==> config.mk <==
export PLATFORM = sky130hd
export DESIGN_NAME = dfc_modulo
export DESIGN_NICKNAME = d
export VERILOG_FILES = /design/src/hdl/dfc_pkg.sv /design/src/hdl/dfc_modulo.sv
export SDC_FILE = /design/constraint.sdc
export NUM_CORES = 1
export LEC_CHECK = 0
export ABC_AREA = 1
export BUFFER_PORTS_ARGS = -buffer_cell sky130_fd_sc_hd__buf_2
export CAP_MARGIN = 25
export CORE_ASPECT_RATIO = 1.4
export CORE_UTILIZATION = 37
export CTS_BUF_LIST = sky130_fd_sc_hd__clkbuf_8
export CTS_CLUSTER_SIZE = 10
export DETAILED_ROUTE_END_ITERATION = 6
export PLACE_DENSITY = 0.54
export SYNTH_ARGS = -nofsm -noshare
export SYNTH_HDL_FRONTEND = slang
export SYNTH_SLANG_ARGS = --single-unit
==> constraint.sdc <==
create_clock -name clock -period 1.98 [get_ports clock]
set_input_delay 0.198 -clock clock [delete_from_list [all_inputs] [get_ports clock]]
set_output_delay 0.198 -clock clock [all_outputs]
set_load 0.01 [all_outputs]
==> src/hdl/dfc_pkg.sv <==
// dfc_pkg: shared types, constants and helpers for the data fetcher coprocessor.
// No dependencies.
package dfc_pkg;
   localparam int DISPLAY_BYTES_DEF = 2048;
   localparam int FRAC_BITS_DEF     = 24;
   localparam int RATIO_W           = 24;
   localparam logic [RATIO_W-1:0] RATIO_RESET = 24'd281216;

   localparam logic [1:0] MODE_READ  = 2'd0;
   localparam logic [1:0] MODE_WRITE = 2'd1;
   localparam logic [1:0] MODE_LOAD  = 2'd2;
   localparam logic [1:0] MODE_NONE  = 2'd3;

   localparam logic [11:0] HOT_BANK0 = 12'hFF8;
   localparam logic [11:0] HOT_BANK1 = 12'hFF9;
   localparam logic [11:0] REG_LIMIT = 12'h040;
   localparam logic [11:0] WR_LIMIT  = 12'h080;

   localparam logic [2:0] FN_RD_RANDOM = 3'd0;
   localparam logic [2:0] FN_RD_DISP   = 3'd1;
   localparam logic [2:0] FN_RD_MASK   = 3'd2;
   localparam logic [2:0] FN_RD_FLAG   = 3'd7;
   localparam logic [2:0] FN_WR_TOP    = 3'd0;
   localparam logic [2:0] FN_WR_BOT    = 3'd1;
   localparam logic [2:0] FN_WR_LOW    = 3'd2;
   localparam logic [2:0] FN_WR_HIGH   = 3'd3;
   localparam logic [2:0] FN_WR_RESET  = 3'd6;

   // request from the sequencer to the music divider
   typedef struct packed {
      logic        start;
      logic [31:0] whole;
      logic [8:0]  span;
   } mod_req_type;

   typedef struct packed {
      logic       done;
      logic [8:0] rem;
   } mod_rsp_type;

   function automatic logic [7:0] amp_lookup(input logic [2:0] sel);
      logic [7:0] r;
      case (sel)
         3'd0: r = 8'h00;
         3'd1: r = 8'h04;
         3'd2: r = 8'h05;
         3'd3: r = 8'h09;
         3'd4: r = 8'h06;
         3'd5: r = 8'h0a;
         3'd6: r = 8'h0b;
         default: r = 8'h0f;
      endcase
      return r;
   endfunction
endpackage

==> src/hdl/dfc_modulo.sv <==
// dfc_modulo: bit-serial restoring remainder of a 32-bit value by a 9-bit span.
// Depends on dfc_pkg.
module dfc_modulo (
   input  logic                clock,
   input  logic                reset,
   input  dfc_pkg::mod_req_type req,
   output dfc_pkg::mod_rsp_type rsp
);
   import dfc_pkg::*;

   logic [31:0] num_ff, num_in;
   logic [9:0]  rem_ff, rem_in;
   logic [8:0]  span_ff, span_in;
   logic [5:0]  cnt_ff, cnt_in;
   logic        busy_ff, busy_in;
   logic        done_ff, done_in;
   logic [9:0]  trial;

   always_comb begin
      num_in  = num_ff;
      rem_in  = rem_ff;
      span_in = span_ff;
      cnt_in  = cnt_ff;
      busy_in = busy_ff;
      done_in = 1'b0;
      trial   = {rem_ff[8:0], num_ff[31]};
      if (req.start) begin
         num_in  = req.whole;
         span_in = req.span;
         rem_in  = '0;
         cnt_in  = 6'd32;
         busy_in = 1'b1;
      end else if (busy_ff) begin
         num_in = {num_ff[30:0], 1'b0};
         if (trial >= {1'b0, span_ff}) begin
            rem_in = trial - {1'b0, span_ff};
         end else begin
            rem_in = trial;
         end
         cnt_in = cnt_ff - 6'd1;
         if (cnt_ff == 6'd1) begin
            busy_in = 1'b0;
            done_in = 1'b1;
         end
      end
   end

   always_ff @(posedge clock) begin
      if (reset) begin
         busy_ff <= 1'b0;
         done_ff <= 1'b0;
         cnt_ff  <= '0;
      end else begin
         busy_ff <= busy_in;
         done_ff <= done_in;
         cnt_ff  <= cnt_in;
      end
      num_ff  <= num_in;
      rem_ff  <= rem_in;
      span_ff <= span_in;
   end

   assign rsp.done = done_ff;
   assign rsp.rem  = rem_ff[8:0];

   always_ff @(posedge clock) begin
      if (!reset && busy_ff) begin
         assert (rem_ff < {1'b0, span_ff}) else $error("remainder out of range");
      end
   end
   a_done_ends_busy: assert property (@(posedge clock) disable iff (reset)
      done_ff |-> !busy_ff) else $error("done while busy");
   a_start_busy: assert property (@(posedge clock) disable iff (reset)
      req.start |=> busy_ff) else $error("start did not begin");
   a_cnt_busy: assert property (@(posedge clock) disable iff (reset)
      busy_ff |-> cnt_ff != 6'd0) else $error("busy with zero count");
endmodule

==> metrics.md, run 1 <==
| Metric | Value |
|---|---|
| Die width | 77.1 microns |
| Worst Path Required | 2210 ps |
| Setup CP Type | flop to flop |
| FF-to-FF path depth | 12 |
| VDD IR max | 0.425 mV |
| Total CTS buffers | 9 |
| Worst clock skew | 5.79 ps |
| First-pass GRT wire length | 9910 microns |
| Post-synth top area cell | edfxtp_1 |
| Hold wc startpoint | reset |
| Largest net degree at the start of global routing | 36 |
| Row cnt | 38 |
| Total gr overflow | 0 |
| Family with the most delay on the worst path | simple AND/OR/NAND/NOR gates |
| # Post-CTS Setup Buffers | 0 |
| CP startpoint kind | flop |
| Simple-Gate Fraction of Synth Area | 31.6% |
| #FFs+latches synth | 58 |
| # setup viols final | 0 |
| Clock Path Buffers | 2 |
| CP Capture Type | flop |
| CP bufs+invs | 2 |
| FF-to-FF End | rem_ff[3] |
| Fin crit share | 90.6% |
| Most frequent cells after synthesis | nand2_1, edfxtp_1, inv_1, dfxtp_1, nand3_1 |
| Total power | 2.92 mW |
| Synth Cell Area | 2920 sq um |
| Global Route Usage Sum | 15.8% |
| Max Cap Viol | 0 |
| Antenna viol nets, final | 0 |
| Vias in the first global route | 2,207 |
| Initial core utilization | 37.9% |
| Clk pin slew, worst setup/hold paths | 70 ps |
| Rel. slew slack | 70.6% |
| Post-synth top flop | edfxtp_1 |
| Final wirelength | 5930 microns |
| Final worst setup slack | 186 ps |
| N_diodes | 0 |
| Synth top area cells | edfxtp_1, nand2_1, dfxtp_1 |
| Multiplexer share of the synthesized area | 0% |
| Warnings from Yosys | 0 |
| Die height | 107 microns |
| Final Instance Area | 3520 sq um |
| Core region area | 7700 sq um |
| Main combinational cell family by area after synthesis | simple AND/OR/NAND/NOR gates |
| Detailed Routing Iterations Pass 1 | 4 |
| Io pins | 54 |
| Compound-Gate Fraction of Synth Area | 2.01% |
| # nets final | 457 |
| Worst slack, placed | 121 ps |
| Post-synth net total | 397 |
| Unrepaired setup endpoints after global routing | no |
| Worst hold path class | primary input to flop |
| Min Clock Period, post-route | 1790 ps |
| Final-layout fill cell count | 822 |
| # DRC | 0 |
| Worst r2r src | num_ff[31] |
| Post-synth top area share | 42.2% |
| Initial antenna violation count | 0 |
| EDFF count, synth | 41 |
| Global placement routability congestion | 0.788 |
| Status | complete, no violations |
| Worst-Margin Slew | 441 ps |
| DR vias | 2,263 |
| Max Transition Viols Final | 0 |
| Cell Area, Placed | 3300 sq um |
| Worst Hold Depth | 2 |
| FMAX | 0.557 GHz |
| Crit path top cell by count | nand2_1 |
| CTS tree | built |
| Leak pwr | 1.78 nW |
| DP Wirelength | 4190 microns |
| # clock sinks | 58 |
| Critical path depth | 12 |
| Setup TNS | 0 ps |
| Clock latency on the worst-skew pair | 330 ps |
| PortBufs | 53 |
| CP max FO | 5 |
| Area grow syn2layout | 20.6% |
| Adder-Cell Fraction of Synth Area | 5.40% |
| Crit-path max cell delay | 380 ps |
| DRT iter0 DRCs | 75 |
| Syn_area_per_cell | 8.56 sq um |
| Die area | 8250 sq um |
| Arr. time, crit path | 2020 ps |
| Layout cells sized above 1 | 21.9% |
| Yosys cell types | 30 |
| Critical Path Slowest Stage Cell | edfxtp_1 |
| Hold Violations, Final | 0 |
| Cell with the most instances after synthesis | nand2_1 |
| Asr flop ratio synth | 0% |
| Sequential share of the synthesized area | 53.8% |
| Synth Area in XOR/XNOR | 0.900% |
| Root buffer cell | clkbuf_8 |
| Detailed-route wire length per cell | 11.7 microns |
| Setup slack, reg-to-reg | 190 ps |
| H-tree depth | 3 |
| Pwr dens | 828 nW/um^2 |
| Worst hold endpoint | busy_ff |
| Cells after synthesis | 341 |
| CP cell instances | inv_2, ha_1, inv_1, fa_2, nand2_1, nand2_1, nand3_2, nand2_2, nand2_4, nand3b_1, nand3_1, nand2_1 |
| Drt via density | 4.47 |
==> repair_timing <==
action | CTS | global route
hold buffers | 0 | 0
endpoints found under the setup margin | 0 | 9
gates resized for setup | 0 | 3
==> logic make-up after synthesis <==
group,after synthesis
AND/OR/NAND/NOR,213
buffers and inverters,46
AO/OA/AOI/OAI,9
adder cells (fa/ha/maj),12
flip-flops,58
XOR/XNOR,3
==> how the worst max path moves through the flow <==
| stage | start | end | slack (ps) |
|---|---|---|---|
| final | num_ff[31] | rem_ff[3] | 190 |
| after global routing | num_ff[31] | rem_ff[5] | 6 |
| after CTS | num_ff[31] | rem_ff[7] | 100 |
| after detailed placement | num_ff[31] | rem_ff[7] | 120 |
| after global placement | num_ff[31] | rem_ff[7] | 170 |
| after floorplan | num_ff[31] | rem_ff[5] | 300 |
==> routing by layer <==
metal  wire [microns]  vias up  GRT usage, %  share of wire [%]
li1                 -     1206             -                  -
met5                0        -             0                  0
met2             2970       47          26.8                 50
met1             2610     1000          17.9                 44
met4              119        0          9.30                2.0
met3              231       10          4.17                3.9
==> worst reg2reg max path, delay by kind of cell, from the launching register on <==
family                   cells  cell delay, ps
AND/OR/NAND/NOR              8             700
adder cells (fa/ha/maj)      2             480
flip-flops                   1             380
buffers and inverters        2             130
==> registers in the layout (all words and copies together), names as in the netlist <==
signal and count:
num_ff 32, rem_ff 9, span_ff 9, cnt_ff 6, busy_ff 1, done_ff 1
==> layout by cell type, fill, tap and decap left out, types with 2 or more instances in the layout <==
cell          n
inv_2         4
nor2_1        9
ha_1         11
a21oi_1       6
nand4_1       2
clkinvlp_4    2
nand3b_1      9
buf_2        53
nand2_1     161
nor3_1        3
xnor2_1       2
clkbuf_8     11
nand3_1      17
edfxtp_1     41
nor2_2        2
inv_1        34
dfxtp_1      17
nand2_2       2
buf_4         4
nor3_2        2
==> report_power, final <==
part           internal, mW  switching, mW  leakage [nW]
Clock                 0.643          0.470         0.103
Combinational         0.139          0.211          1.13
Sequential             1.42         0.0382         0.556
==> stage by stage <==
| step | util (%) | cells | hold WS (ps) |
|---|---|---|---|
| floorplan | - | 341 | 267 |
| global placement | 42.8 | 489 | 377 |
| detailed placement | 42.8 | 489 | 380 |
| CTS | 45.5 | 505 | 12.9 |
| global route | 45.7 | 506 | 8.46 |
| finish | 45.7 | 506 | 32.7 |
==> cell type report <==
class	count	area, sq um	area share, %
tap	100	125	3.55
clock buffer	11	151	4.30
inverter	37	139	3.95
timing repair buffer	57	295	8.39
sequential	58	1570	44.6
clock inverter	5	53.8	1.53
multi-input combinational	238	1180	33.6
No activity file was read; power rests on OpenSTA's default activity.
==> inputs of run 2 (changes only) <==
--- a/config.mk
+++ b/config.mk
@@ -8,7 +8,7 @@
 export ABC_AREA = 1
 export BUFFER_PORTS_ARGS = -buffer_cell sky130_fd_sc_hd__buf_2
 export CAP_MARGIN = 25
-export CORE_ASPECT_RATIO = 1.4
+export CORE_ASPECT_RATIO = 2
 export CORE_UTILIZATION = 37
 export CTS_BUF_LIST = sky130_fd_sc_hd__clkbuf_8
 export CTS_CLUSTER_SIZE = 10
==> run 2 against run 1 <==
Core utilization rose by 0.64 points. Sequential share of layout area barely moved. Sequential power barely moved. Worst setup slack lost 29 ps. Flip-flop and latch count is the same. Critical endpoint is now rem_ff[4]. Highest routed layer unchanged.
==> metrics.md, run 2 (synthesized netlist as in run 1, its figures left out) <==
| Metric | Value |
|---|---|
| Comb pwr share | 13.7% (was 12.0%) |
| Status | complete, no violations (unchanged) |
| Die area | 8270 sq um (was 8250 sq um) |
| Pwr dens | 781 nW/um^2 (was 828 nW/um^2) |
| N_diodes | 0 (unchanged) |
| Switching portion of total power | 26.3% (was 24.7%) |
| Crit path from | num_ff[31] (unchanged) |
| Leak pwr | 1.77 nW (was 1.78 nW) |
| Min Clock Period, post-route | 1820 ps (was 1790 ps) |
| Clock latency on the worst-skew pair | 330 ps (about the same) |
| Worst clock skew | 5.75 ps (was 5.79 ps) |
| DRT iter0 DRCs | 119 (was 75) |
| Part of the power in registers | 52.8% (was 49.9%) |
| Root buffer cell | clkbuf_8 (unchanged) |
| Post-layout util | 46.3% (was 45.7%) |
| Drt via density | 4.73 (was 4.47) |
| Final-layout fill cell count | 780 (was 822) |
| Area grow syn2layout | 20.7% (was 20.6%) |
| Worst hold path class | primary input to flop (unchanged) |
| Max FFs per register | 32 (unchanged) |
| VDD IR max | 0.496 mV (was 0.425 mV) |
| Rel. slew slack | 70.7% (was 70.6%) |
| Commonest non-fill, non-tap cell in the layout | nand2_1 (unchanged) |
| Sw power | 0.724 mW (was 0.719 mW) |
| Clock Path Buffers | 2 (unchanged) |
| FMAX | 0.548 GHz (was 0.557 GHz) |
| Regs by FF count | num_ff (32), rem_ff (9), span_ff (9) (unchanged) |
| Worst r2r src | num_ff[31] (unchanged) |
| Io pins | 54 (unchanged) |
| Initial core utilization | 38.4% (was 37.9%) |
| PortBufs | 53 (unchanged) |
| # clock sinks | 58 (unchanged) |
| Global Route Usage Sum | 17.8% (was 15.8%) |
| Hold Violations, Final | 0 (unchanged) |
| Max Transition Viols Final | 0 (unchanged) |
| Largest net degree at the start of global routing | 29 (was 36) |
| Fin crit share | 92.1% (was 90.6%) |
| Vias in the first global route | 2,249 (was 2,207) |
| Setup CP Type | flop to flop (unchanged) |
| CP startpoint kind | flop (unchanged) |
| Detailed Routing Iterations Pass 1 | 4 (unchanged) |
| CP max FO | 5 (unchanged) |
| Max Cap Viol | 0 (unchanged) |
| Antenna viol nets, final | 0 (unchanged) |
| Setup TNS | 0 ps (unchanged) |
| CP Capture Type | flop (unchanged) |
| CTS tree | built (unchanged) |
| Die width | 64.8 microns (was 77.1 microns) |
| DP Wirelength | 4930 microns (was 4190 microns) |
| Clock power share | 33.4% (was 38.2%) |
| Row cnt | 45 (was 38) |
| Detailed-route wire length per cell | 13.2 microns (was 11.7 microns) |
| Total gr overflow | 0 (unchanged) |
| Final wirelength | 6620 microns (was 5930 microns) |
| Worst Path Required | 2210 ps (about the same) |
| Die height | 128 microns (was 107 microns) |
| Hold Buf Count CTS | 0 (unchanged) |
| Core region area | 7600 sq um (was 7700 sq um) |
| DR vias | 2,370 (was 2,263) |
| Most frequent cells in the layout | nand2_1, buf_2, edfxtp_1 (unchanged) |
| Worst-Margin Slew | 438 ps (was 441 ps) |
| Clk pin slew, worst setup/hold paths | 70 ps (about the same) |
| # DRC | 0 (unchanged) |
| # nets final | 458 (was 457) |
| H-tree depth | 3 (unchanged) |
| Layout cells sized above 1 | 21.9% (about the same) |
| Int Pwr | 2.03 mW (was 2.20 mW) |
| Initial antenna violation count | 0 (unchanged) |
| Hold wc startpoint | reset (unchanged) |
| Global placement routability congestion | 0.823 (was 0.788) |
| Unrepaired setup endpoints after global routing | no (unchanged) |
| Arr. time, crit path | 2050 ps (was 2020 ps) |
| Top reg by flops | num_ff (unchanged) |
| First-pass GRT wire length | 10,700 microns (was 9910 microns) |
| Total power | 2.75 mW (was 2.92 mW) |
| # setup viols final | 0 (unchanged) |
| Total CTS buffers | 9 (unchanged) |
[run 2: cell count changes in the layout (fill, tap and decap cells not counted), sizes merged]
cell / previous run / this run
clkinvlp: 2 / 0
bufinv: 1 / 0
clkinv: 1 / 4
clkbuf: 11 / 10
buf: 57 / 58
inv: 38 / 39
[run 2: what timing repair did]
item,in CTS,in global routing
setup endpoints to repair,0,9
buffers inserted,0,1
gates resized for setup,0,9
[run 2: cell type report]
type                       count  area (sq um)  share of cell area [%]
clock buffer                  10           138                    3.91
sequential                    58          1570                    44.6
timing repair buffer          58           315                    8.95
inverter                      37           139                    3.94
tap                           94           118                    3.34
multi-input combinational    238          1220                    34.5
clock inverter                 6          25.0                   0.710
[run 2: final timing paths]
check | endpoint | slack [ps] | cells after the start
max | rem_ff[4] | 160 | 12
min | busy_ff | 30 | 2
max reg2reg | rem_ff[4] | 160 | 12
min reg2reg | rem_ff[5] | 490 | 2
[run 2: worst max-delay path: stages (launching register included)]
cell and delay (ps):
edfxtp_1 390, inv_2 70, ha_1 140, inv_1 70, fa_2 370, nand2_1 80, nand2_2 80, nand3_2 100
nand2_4 80, nand2_2 110, nand3b_1 90, nand3_1 100, nand2_1 50
[run 2: power by group through the flow]
stage	Clock (mW)	Combinational, mW	Sequential [mW]
6_report	0.920	0.377	1.45
5_1_grt	1.01	0.432	1.47
2_1_floorplan	0	0.239	1.47
3_5_place_dp	0	0.367	1.48
3_3_place_gp	0	0.362	1.48
4_1_cts	0.962	0.368	1.45
[run 2: per-layer routing]
metal / track usage (%) / wire [microns]
met3: 4.46 / 243
met2: 30.6 / 3550
met5: 0 / 0
met4: 12.8 / 282
met1: 17.9 / 2540
[run 2: per-stage QoR]
stage	setup slack (ps)	std cells	hold WS (ps)	area [sq um]
after floorplan	298	341	267	2920
after global placement	147	483	377	3300
after detailed placement	94.1	483	377	3300
after CTS	77.9	499	12.5	3460
after global routing	6.15	501	9.70	3520
final	157	501	32.9	3520
==> inputs of run 3 (changes only) <==
--- a/config.mk
+++ b/config.mk
@@ -5,7 +5,6 @@
 export SDC_FILE = /design/constraint.sdc
 export NUM_CORES = 1
 export LEC_CHECK = 0
-export ABC_AREA = 1
 export BUFFER_PORTS_ARGS = -buffer_cell sky130_fd_sc_hd__buf_2
 export CAP_MARGIN = 25
 export CORE_ASPECT_RATIO = 2
==> run 3 against run 2 <==
The run now ends with negative setup slack left. Sequential power barely moved. Global-route usage decreased by 0.72 points. Design area increased by 1.8%. Power increased by 10%. Via count shrank 17%. Die area down 2.9%. Non-clock buffer count rose by 24. Critical path depth decreased by 2. First-iteration DRC count shrank 43%. Cell count is 20% lower. Synthesized cell count down 35%. Core utilization up 2.7 points. Largest power group unchanged.
==> metrics.md, run 3 <==
| Metric | Value |
|---|---|
| Row cnt | 44 (was 45) |
| Core region area | 7320 sq um (was 7600 sq um) |
| Warnings from Yosys | 0 (unchanged) |
| Cell with the most instances after synthesis | edfxtp_1 (was nand2_1) |
| Post-synth top flop | edfxtp_1 (unchanged) |
| Met1 Use GR | 15.7% (was 17.9%) |
| Worst-Margin Slew | 386 ps (was 438 ps) |
| Worst hold path class | primary input to flop (unchanged) |
| First-pass GRT wire length | 10,100 microns (was 10,700 microns) |
| Clock Path Buffers | 2 (unchanged) |
| Sw power | 0.829 mW (was 0.724 mW) |
| Min Clock Period, post-route | 2290 ps (was 1820 ps) |
| Setup TNS | -2320 ps (was 0 ps) |
| Synth top area cells | edfxtp_1, mux2_2, dfxtp_1 (was edfxtp_1, nand2_1, dfxtp_1) |
| Most frequent cells after synthesis | edfxtp_1, mux2_2, nor2_1, dfxtp_1, inv_1 (was nand2_1, edfxtp_1, inv_1, dfxtp_1, nand3_1) |
| FMAX | 0.437 GHz (was 0.548 GHz) |
| Cells after synthesis | 220 (was 341) |
| Total gr overflow | 0 (unchanged) |
| Area grow syn2layout | 26.7% (was 20.7%) |
| Part of the power in registers | 48.7% (was 52.8%) |
| Synth Cell Area | 2830 sq um (was 2920 sq um) |
| Initial antenna violation count | 0 (unchanged) |
| GRT Max-Usage Layer | met2 (unchanged) |
| Clock latency on the worst-skew pair | 340 ps (was 330 ps) |
| Family with the most delay on the worst path | compound AO/OA/AOI/OAI gates (was simple AND/OR/NAND/NOR gates) |
| Worst slack, placed | -325 ps (was 94.1 ps) |
| Root buffer cell | clkbuf_8 (unchanged) |
| Antenna viol nets, final | 0 (unchanged) |
| Drt via density | 4.94 (was 4.73) |
| EDFF count, synth | 41 (unchanged) |
| Max Cap Viol | 0 (unchanged) |
| DRT iter0 DRCs | 68 (was 119) |
| Unrepaired setup endpoints after global routing | yes (was no) |
| Final-layout fill cell count | 711 (was 780) |
| CP Capture Type | flop (unchanged) |
| Largest net degree at the start of global routing | 33 (was 29) |
| Most frequent cells in the layout | buf_2, edfxtp_1, mux2_2 (was nand2_1, buf_2, edfxtp_1) |
| CP cell instances | inv_2, ha_4, inv_2, fa_2, a211oi_4, o31ai_4, a211oi_4, buf_6, mux2i_1, a211oi_2 (was inv_2, ha_1, inv_1, fa_2, nand2_1, nand2_2, nand3_2, nand2_4, nand2_2, nand3b_1, nand3_1, nand2_1) |
| Top reg by flops | num_ff (unchanged) |
| #FFs+latches synth | 58 (unchanged) |
| Layout cells sized above 1 | 45.1% (was 21.9%) |
| Pwr dens | 846 nW/um^2 (was 781 nW/um^2) |
| Int Pwr | 2.21 mW (was 2.03 mW) |
| Die width | 63.9 microns (was 64.8 microns) |
| Yosys cell types | 42 (was 30) |
| Fin crit share | 116% (was 92.1%) |
| Commonest non-fill, non-tap cell in the layout | buf_2 (was nand2_1) |
| CP bufs+invs | 3 (was 2) |
| Met2 usage | 32.0% (was 30.6%) |
| Placed Cells | 380 (was 483) |
| Detailed Routing Iterations Pass 1 | 6 (was 4) |
| Die height | 126 microns (was 128 microns) |
| # clock sinks | 58 (unchanged) |
| Die area | 8030 sq um (was 8270 sq um) |
| Comb pwr share | 22.1% (was 13.7%) |
| Sequential share of the synthesized area | 55.5% (was 53.8%) |
| Post-synth top area share | 43.5% (was 42.2%) |
| # DRC | 0 (unchanged) |
| H-tree depth | 3 (unchanged) |
| Regs by FF count | num_ff (32), rem_ff (9), span_ff (9) (unchanged) |
| Setup CP Type | flop to flop (unchanged) |
| Io pins | 54 (unchanged) |
| CP max FO | 7 (was 5) |
| Final wirelength | 6040 microns (was 6620 microns) |
| Final worst setup slack | -310 ps (was 157 ps) |
| CP startpoint kind | flop (unchanged) |
| Crit-path max cell delay | 390 ps (about the same) |
| Syn_area_per_cell | 12.9 sq um (was 8.56 sq um) |
| Total CTS buffers | 9 (unchanged) |
| Critical Path Slowest Stage Cell | edfxtp_1 (unchanged) |
| Detailed-route wire length per cell | 15.1 microns (was 13.2 microns) |
| Post-synth top area cell | edfxtp_1 (unchanged) |
| PortBufs | 53 (unchanged) |
| Leak pwr | 1.54 nW (was 1.77 nW) |
| Worst clock skew | 7.22 ps (was 5.75 ps) |
| Clock power share | 29.2% (was 33.4%) |
| # nets final | 359 (was 458) |
| Fin Hold WS | 27.9 ps (was 32.9 ps) |
| DR vias | 1,976 (was 2,370) |
| Post-synth net total | 276 (was 397) |
| Asr flop ratio synth | 0% (unchanged) |
| DP Wirelength | 4530 microns (was 4930 microns) |
| Switching portion of total power | 27.3% (was 26.3%) |
| Initial core utilization | 38.7% (was 38.4%) |
| N_diodes | 0 (unchanged) |
| Failing checks | negative setup slack |
| # setup viols final | 9 (was 0) |
| Vias in the first global route | 2,209 (was 2,249) |
| Global Route Usage Sum | 17.0% (was 17.8%) |
| Hold Violations, Final | 0 (unchanged) |
| Global placement routability congestion | 0.832 (was 0.823) |
| Hold Buf Count CTS | 0 (unchanged) |
| VDD IR max | 0.509 mV (was 0.496 mV) |
| Clk pin slew, worst setup/hold paths | 70 ps (about the same) |
| Max Transition Viols Final | 0 (unchanged) |
| Post-layout util | 49.0% (was 46.3%) |
| Rel. slew slack | 74.3% (was 70.7%) |
| Status | finished with violations (was complete, no violations) |
| GR Layer Usage met3 | 5.16% (was 4.46%) |
| CTS tree | built (unchanged) |
| Max FFs per register | 32 (unchanged) |
| Finished Layout Cells | 400 (was 501) |
| Arr. time, crit path | 2520 ps (was 2050 ps) |
| Worst Path Required | 2210 ps (about the same) |
| Setup slack, reg-to-reg | -310 ps (was 160 ps) |
-- run 3: cell types whose count changed in the layout (fill, tap and decap cells not counted), sizes merged, moves of 4 or more --
cell,before,now
inv,39,17
buf,58,82
nand2,165,9
xor2,1,6
mux2i,0,4
nand3,18,4
a211oi,1,7
nor2,12,18
nand3b,9,0
mux2,0,31
-- run 3: final timing paths --
check / cells after the start / endpoint / from
max: 10 / rem_ff[6] / num_ff[31]
min: 1 / span_ff[0] / req[0]
max reg2reg: 10 / rem_ff[6] / num_ff[31]
min reg2reg: 2 / cnt_ff[1] / cnt_ff[1]
-- run 3: what timing repair did --
item / CTS / global route
cloned: 0 / 0
pin swaps: 16 / 8
endpoints found under the hold margin: 0 / 0
setup buffers: 2 / 2
gates resized for setup: 11 / 2
setup endpoints to repair: 9 / 9
-- run 3: cell type report --
cell class                 count  area, sq um  area share [%]
sequential                    58         1570            43.8
tap                           92          115            3.21
clock inverter                 7         28.8           0.802
inverter                      15         56.3            1.57
timing repair buffer          82          519            14.5
multi-input combinational    137         1170            32.7
clock buffer                   9          124            3.45
-- run 3: kinds of logic after synthesis --
family	share of synthesized area [%]
AOI/OAI and AO/OA	9.24
xor gates and xnor gates	3.09
adders and majority gates	5.57
buffers and inverters	4.68
DFF	55.5
muxes	13.7
and+or+nand+nor	8.17
-- run 3: metal layers --
layer | vias up | share of wire, %
met4 | 0 | 3.2
met3 | 13 | 4.0
met1 | 949 | 36
met2 | 47 | 57
li1 | 967 | -
met5 | - | 0
-- run 3: through the flow --
step                instance area [sq um]  power [mW]
floorplan                            2840        1.90
global placement                     3360        2.12
detailed placement                   3360        2.13
CTS                                  3560        3.06
global route                         3590        3.18
finish                               3590        3.03
-- run 3: power groups by stage --
stage	registers (mW)	clock network [mW]	logic, mW
5_1_grt	1.49	0.947	0.742
2_1_floorplan	1.50	0	0.398
4_1_cts	1.48	0.913	0.663
6_report	1.48	0.886	0.671
3_3_place_gp	1.50	0	0.616
3_5_place_dp	1.50	0	0.628
